[src/sv/ffrp_pkg.sv]
package ffrp_pkg;

  localparam int GRID_SIZE_DEF = 16;

  localparam int CFG_W     = 5;
  localparam int CFG_IDX_W = 1;
  localparam int DIM_W     = 4;
  localparam int ID_W      = 8;

  localparam logic [CFG_IDX_W-1:0] REG_GRID_COLS = 1'b0;
  localparam logic [CFG_IDX_W-1:0] REG_GRID_ROWS = 1'b1;

  localparam logic [CFG_W-1:0] GRID_COLS_RST = 5'd6;
  localparam logic [CFG_W-1:0] GRID_ROWS_RST = 5'd6;

  localparam logic OP_CLEAR = 1'b0;
  localparam logic OP_PLACE = 1'b1;

  localparam logic [ID_W-1:0] ID_FIRST = 8'd1;
  localparam logic [ID_W-1:0] ID_MAX   = 8'd255;

endpackage

[src/sv/ffrp_ram.sv]
module ffrp_ram import ffrp_pkg::*; #(
  parameter int WIDTH = GRID_SIZE_DEF,
  parameter int DEPTH = GRID_SIZE_DEF
) (
  input  logic                     clk,
  input  logic                     we,
  input  logic [$clog2(DEPTH)-1:0] waddr,
  input  logic [WIDTH-1:0]         wdata,
  input  logic                     re,
  input  logic [$clog2(DEPTH)-1:0] raddr,
  output logic [WIDTH-1:0]         rdata
);

  logic [WIDTH-1:0] mem [DEPTH];

  always_ff @(posedge clk) begin
    if (we) begin
      mem[waddr] <= wdata;
    end
    if (re) begin
      rdata <= mem[raddr];
    end
  end

endmodule

[config.mk]
export PLATFORM = sky130hd
export DESIGN_NAME = ffrp_ram
export DESIGN_NICKNAME = d
export VERILOG_FILES = /design/src/sv/ffrp_pkg.sv /design/src/sv/ffrp_ram.sv
export SDC_FILE = /design/constraint.sdc
export NUM_CORES = 1
export LEC_CHECK = 0
export CAP_MARGIN = 10
export CORE_MARGIN = 2
export CORE_UTILIZATION = 66
export DETAILED_ROUTE_END_ITERATION = 10
export DONT_BUFFER_PORTS = 1
export GPL_TIMING_DRIVEN = 0
export PLACE_DENSITY = 0.88
export SETUP_SLACK_MARGIN = 0.3
export SLEW_MARGIN = 20
export SYNTH_ARGS = -nofsm -noshare
export SYNTH_HDL_FRONTEND = slang
export SYNTH_SLANG_ARGS = --single-unit
export TNS_END_PERCENT = 30
[constraint.sdc]
create_clock -name clk -period 3.5 [get_ports clk]
set_input_delay 0.35 -clock clk [delete_from_list [all_inputs] [get_ports clk]]
set_output_delay 0.35 -clock clk [all_outputs]
set_load 0.01 [all_outputs]
# == Word level (Yosys, flattened, before mapping) ==
# Memory sizes are Yosys's and may differ from the RTL's. A register that Yosys moved wholly into a read port is not among the register bits.
# Index checks and enable logic that the tools add are counted.
# W data, S select, Z words.
# totals
ff_bits,0
latch_bits,0
ram_bits,256
rom_bits,0
output_inout_bits,16
wordCells,3
n_memories,1
# op_classes
add_sub_neg,0
n_mul,0
div_mod_pow,0
magnitude_cmp,0
eq_ne,0
n_shift,0
muxes,2
bitwise_logic,0
reduce_logical,0
# mem_list
memory,words,word_bits,rd,rd_clocked_by_memory_dff,wr,line_no,rtl
mem,16,16,1,1,1,ffrp_ram.sv:14,logic [WIDTH-1:0] mem [DEPTH];
# op_table
op,n
$mux W1,2

# == Depth between registers and ports, before layout ==
# Gate-level depths: netlist (run 1).
# logic_depth
ltp_word,2
mapped_depth,5
mapped_depth_nobuf,3

# == Least setup slack after synthesis (run 1) ==
# No wires, ideal clock.
# synth_path
kind,input to register
start,input waddr[2]
end,memory mem[0][0] (netlist bit) (enable)
setup_ns,0.409
t_arrival_ns,1.996
required_ns,3.091
path_slack_ns,1.095
cell_stages,2
path_buffers,0
path_cell_list,or3b_2 nor3_1
# synth_rtl
item,line_no,rtl
"start, declared",ffrp_ram.sv:7,"input logic [$clog2(DEPTH)-1:0] waddr,"
"end, declared",ffrp_ram.sv:14,
# Straight into the memory's write port.

==> impl_results.md, run 1 <==
- Worst slew pin tran: 0.993 ns
- Pre-CTS WS: 1.22 ns
- Via-per-instance ratio: 7.02
- Drt first pass iters: 5
- First-pass GRT wire length: 33,300 microns
- Worst-path maximum fanout: 10
- Post-CTS Resized: 0
- DR iter-0 viols: 662
- Vias in the first global route: 5,137
- Syn Nets: 459
- Hold_buf cts: 17
- P&R area growth vs syn: 14.7%
- Die W: 128 microns
- Post-Synthesis Cell Area: 10,200 sq um
- Max cap viols: 0
- Die Ht: 128 microns
- Max Root-Sink Buffers: 3
- Register-to-register setup slack: 1.94 ns
- Final setup viols: 0
- Period Utilization, post-route: 52.7%
- Area of the core: 15,100 sq um
- Power Dens Cells: 573 nW/um^2
- Initial Utilization: 67.4%
- Clk_skew: 0.00717 ns
- Post-detail-place hpwl: 13,400 microns
- Worst reg2reg startpoint: mem[2][3]
- Most frequent cells in the layout: edfxtp_1, mux4_2, a22oi_1, clkbuf_16, nand2_1
- Row count: 45
- Synth Register Bits: 272
- Ant diodes: 0
- Synthesized instance count: 432
- Num ports: 43
- FMAX: 542 MHz
- CP Capture Type: flip-flop
- VDD IR max: 457 uV
- Worst path max stage delay: 0.70 ns
- Synthesis Warnings: 0
- Worst-Skew Late Latency: 0.51 ns
- Critical-path top delay cell: buf_1
- Nets: 524
- Final setup margin: 1.66 ns
- Run status: complete, no violations
- Worst EP arrival: 2.09 ns
- Hold Path Class: in -> reg
- Critical R2R Capture: rdata[3]
- Gr usage total: 28.9%
- Sequential-to-total area share from yosys stat: 80.0%
- Slew Limit Headroom: 33.8%
- Mean Syn Cell Area: 23.6 sq um
- Largest net degree at the start of global routing: 17
- Total leakage power: 3.76 nW
- Total power: 0.00671 W
- CTS tree: yes
- RSZ-0062 raised after global routing: false
- H-tree depth: 1
- Gr ovfl total: 0
- Final WL: 22,800 microns
- PortBufs: 0
- Critical path launch point type: input port
- Tmin final: 1.84 ns
- Hold EP: mem[0][10]
- Gpl congestion: 0.756
- Hold_ws: 0.0593 ns
- DRC Markers: 0
- Final hold vios: 0
- Worst Hold Depth: 1
- Via count: 4,934
- Num CTS Buffers: 26
- Clk pin slew, worst setup/hold paths: 0.06 ns
- Slew Viols, Final: 0
- Root Buffer: clkbuf_16
- Fill count: 726
- Die area: 16,500 sq um
- Antenna violations before repair: 0
- Setup Fix Bufs, Post-CTS: 0
- CTS Sinks: 272
- Detail Route Antenna Nets: 0
- Routed length per instance: 32.5 microns
- Most common cell after layout, fill and taps aside: edfxtp_1
- CP cell instances: buf_2 -> buf_1 -> mux4_1 -> a22oi_1 -> nand2_1
- Final TNS setup: 0 ns
- Layout cells sized above 1: 27.4%
- CP required: 3.75 ns
- R2r worst-path depth: 3
- WS Path Type: in -> reg
- WP buf/inv: 2
- Synth cell types: 18
- Hold Crit Start: waddr[0]
- Crit path max-delay family: buffers and inverters
-- worst register-to-register path: cells and delay by family (launching register included) --
kind	cells	cell delay, ns
multiplexers	1	0.51
AO/OA/AOI/OAI	1	0.28
flip-flops	1	0.38
AND/OR/NAND/NOR	1	0.13
-- worst max-delay path by stage --
stage,endpoint,start,slack [ns],depth (start not counted)
after floorplan,mem[0][0],waddr[2],1.09,2
after global placement,mem[0][15],waddr[2],0.09,2
after detailed placement,rdata[10],raddr[1],1.22,5
after CTS,rdata[3],raddr[1],1.70,5
after global routing,rdata[9],raddr[1],1.62,5
final,rdata[3],raddr[1],1.66,5
-- report_power, final --
group	internal [W]	switching (W)	leakage, nW
combinational	0.000131	0.000192	0.883
sequential	0.00367	0.0000314	2.47
clock	0.00155	0.00113	0.406
-- cell families after synthesis --
| kind of cell | count (synthesis) | synth area share, % |
|---|---|---|
| flops | 272 | 80.0 |
| mux | 64 | 14.5 |
| simple gates | 43 | 1.89 |
| compound gates | 32 | 2.35 |
| buf+inv | 21 | 1.21 |
-- flip-flops by register name, indices dropped and copies added (netlist names) --
register  count
mem         256
rdata        16
-- layout make-up --
class	count	area (sq um)	share of cell area [%]
well taps	188	235	2.01
multi-input cells	139	1960	16.8
flip-flops and latches	272	8170	69.8
repair buffers	37	402	3.43
plain buffers	21	124	1.06
clock inverters	15	124	1.06
clock buffers	31	691	5.90
-- per-stage QoR --
step | std cells | util (%) | cell area, sq um
after floorplan | 432 | - | 10200
after global placement | 620 | 68.9 | 10400
after detailed placement | 640 | 70.8 | 10700
after CTS | 703 | 77.3 | 11700
after global routing | 703 | 77.3 | 11700
final | 703 | 77.3 | 11700
-- routing by layer --
| metal | part of all wire [%] | GRT usage, % | vias to the layer above |
|---|---|---|---|
| met4 | 2.6 | 9.31 | 0 |
| met3 | 10 | 5.45 | 42 |
| met1 | 38 | 42.0 | 2556 |
| met5 | 0 | 0 | - |
| li1 | - | - | 1989 |
| met2 | 50 | 46.0 | 347 |
-- cell usage after synthesis --
library cell | count | share of area [%]
buf_1 | 3 | 0.11
nand3b_1 | 2 | 0.15
buf_4 | 3 | 0.22
nand3_1 | 1 | 0.049
nor2_1 | 13 | 0.48
mux4_2 | 54 | 12
nor2b_1 | 2 | 0.12
edfxtp_1 | 272 | 80
mux4_1 | 10 | 2.6
nand2_1 | 17 | 0.63
buf_2 | 3 | 0.15
and2_1 | 1 | 0.061
clkbuf_1 | 8 | 0.29
nand2b_1 | 2 | 0.12
or3b_2 | 1 | 0.086
buf_6 | 4 | 0.44
a22oi_1 | 32 | 2.4
nor3_1 | 4 | 0.20
Note: power is estimated with default switching activity, not from simulation.
==> inputs of run 2 (changes only) <==
- ABC_AREA: not set -> 1
- CORE_UTILIZATION: 66 -> 57
- PLACE_DENSITY: 0.88 -> 0.81
- clock period: 3.5 -> 1.5 ns (I/O delays scaled with it)
==> run 2 against run 1 <==
  * Sequential cell count unchanged
  * Final area grew 12%
  * Largest power group unchanged
  * Combinational power grew to 3.3 times the previous value
  * Critical path type is now reg -> reg
  * Register-to-register slack lost 1.7 ns
  * Core utilization fell by 12 points
  * Clock-buffer cell count is 4 higher
==> impl_results.md, run 2 <==
- Area of the core: 20,000 sq um
- Nets: 1,155
- Via-per-instance ratio: 5.66
- Via count: 8,021
- Root Buffer: clkbuf_16
- Total leakage power: 5.53 nW
- Post-Layout Cell Count: 1,416
- Worst-path maximum fanout: 1
- Synthesized instance count: 1,074
- Post-synth top area share: 70.8%
- Period Utilization, post-route: 83.4%
- Final setup viols: 0
- Vias in the first global route: 8,006
- PortBufs: 0
- FF+latch area: 8170 sq um
- CP Capture Type: flip-flop
- Post-synthesis simple-gate area fraction: 20.1%
- Die W: 146 microns
- Multi-input gate area: 2380 sq um
- Syn Nets: 1,101
- Worst slew pin tran: 1.13 ns
- Post-Synthesis Cell Area: 11,500 sq um
- WS Path Type: reg -> reg
- Routed length per instance: 20.8 microns
- Final WL: 29,400 microns
- Top-count cell post-synth: nand2_1
- Gr ovfl total: 0
- Tmin final: 1.25 ns
- Asr flop ratio synth: 0%
- Gr usage total: 27.7%
- Placed insts: 1,351
- Setup Fix Bufs, Post-CTS: 0
- Hold_ws: 0.0683 ns
- Row count: 52
- H-tree depth: 1
- Dpl cell area: 12,000 sq um
- Biggest register: mem
- Num CTS Buffers: 28
- Synthesis Warnings: 0
- Sequential-to-total area share from yosys stat: 70.8%
- Max cap viols: 0
- Num ports: 43
- Power Dens Cells: 1260 nW/um^2
- Final hold vios: 0
- Slew Viols, Final: 0
- Die Ht: 146 microns
- Clk_skew: 0.0128 ns
- Worst-Skew Late Latency: 0.54 ns
- Slew Limit Headroom: 24.3%
- Multiplexer share of the synthesized area: 0%
- Met3 wire length: 3090 microns
- Synth cell types: 12
- Top Registers: mem (256), rdata (16)
- Top FF cell, synth: edfxtp_1
- Largest net degree at the start of global routing: 17
- Antenna violations before repair: 1
- Die area: 21,400 sq um
- DRC Markers: 0
- Clk pin slew, worst setup/hold paths: 0.06 ns
- Run status: complete, no violations
- DR iter-0 viols: 1,149
- Post-route cell area: 13,100 sq um
- CP required: 1.77 ns
- Post-synthesis xor/xnor area fraction: 0%
- CTS Sinks: 272
- Cell taking the most area after synthesis: edfxtp_1
- Drt first pass iters: 6
- M1 WL: 10,800 microns
- Post-synth top cells: nand2_1, edfxtp_1, inv_1
- Post-detail-place hpwl: 18,400 microns
- Max Root-Sink Buffers: 3
- Largest family of logic cells by synthesized area: simple AND/OR/NAND/NOR gates
- Adder-cell share of the synthesized area: 0%
- Largest cells by area after synthesis: edfxtp_1, nand2_1, nand3_1
- Fill count: 1,469
- CTS tree: yes
- Critical path launch point type: flip-flop
- Initial Utilization: 57.6%
- Number of flip-flops under the largest register name: 256
- Most common cell after layout, fill and taps aside: nand2_1
- P&R area growth vs syn: 13.3%
- FMAX: 800 MHz
- Gpl congestion: 0.925
- VDD IR max: 1110 uV
- First-pass GRT wire length: 44,600 microns
- Synth Register Bits: 272
- DR WL met2: 14,300 microns
- Post-synth EDFFs: 272
- Detail Route Antenna Nets: 0
- Most frequent cells in the layout: nand2_1, edfxtp_1, inv_1, nand3_1, clkbuf_16
- Mean Syn Cell Area: 10.7 sq um
- Highest metal used: met4
- RSZ-0062 raised after global routing: true
- Hold Path Class: in -> reg
- Synth Area in Compound Gates: 0%
- Layout cells sized above 1: 9.08%
- Worst EP arrival: 1.53 ns
run 2: path summary, 6_finish.rpt:
| check | slack (ns) | endpoint | start | cells after the start |
|---|---|---|---|---|
| max | 0.25 | rdata[7] | mem[12][7] | 6 |
| min | 0.07 | mem[15][1] | waddr[2] | 2 |
| max reg2reg | 0.25 | rdata[7] | mem[12][7] | 6 |
| min reg2reg | 0.78 | rdata[12] | mem[5][12] | 6 |
run 2: report_power, final:
group	switching, W	internal [W]
logic	0.000774	0.000292
registers	0.0000662	0.00857
clock network	0.00277	0.00400
total	0.00361	0.0129
run 2: metrics by stage:
step                setup slack, ns  util [%]  setup TNS (ns)  power, W
global placement             -0.647      59.4          -87.59   0.00962
detailed placement           -0.293      59.9          -25.46   0.00967
finish                        0.249      65.3               0    0.0165
floorplan                    0.0722         -               0   0.00936
CTS                           0.279      65.2               0    0.0164
global route                  0.190      65.3               0    0.0168
run 2: worst max-delay path, cell delays in order (launching register included):
cell,delay [ns]
edfxtp_1,0.37
inv_1,0.06
nand2_1,0.05
nand3_1,0.08
nand3_1,0.10
nand3_1,0.20
nand2_1,0.12
run 2: logic make-up (layout without fill, tap and decap cells):
| logic type | Yosys count | count (layout) |
|---|---|---|
| buffers and inverters | 249 | 320 |
| and+or+nand+nor | 553 | 553 |
| other | 0 | 1 |
| DFF | 272 | 272 |
run 2: what timing repair did:
item,4_1_cts,5_1_grt
setup endpoints to repair,22,74
hold buffers,17,0
hold endpoints to repair,272,0
resized for setup,3,1
run 2: cell type report:
| type | count | share of cell area [%] |
|---|---|---|
| clock inverter | 12 | 0.986 |
| tap | 270 | 2.58 |
| sequential | 272 | 62.5 |
| buffer | 51 | 2.34 |
| antenna | 1 | 0.0191 |
| multi-input combinational | 553 | 18.2 |
| timing repair buffer | 24 | 1.96 |
| inverter | 198 | 5.68 |
| clock buffer | 35 | 5.72 |
run 2: metal layers:
layer	track usage (%)	up-vias
met2	45.8	575
met5	0	-
li1	-	3585
met4	13.1	0
met1	36.3	3777
met3	4.59	84
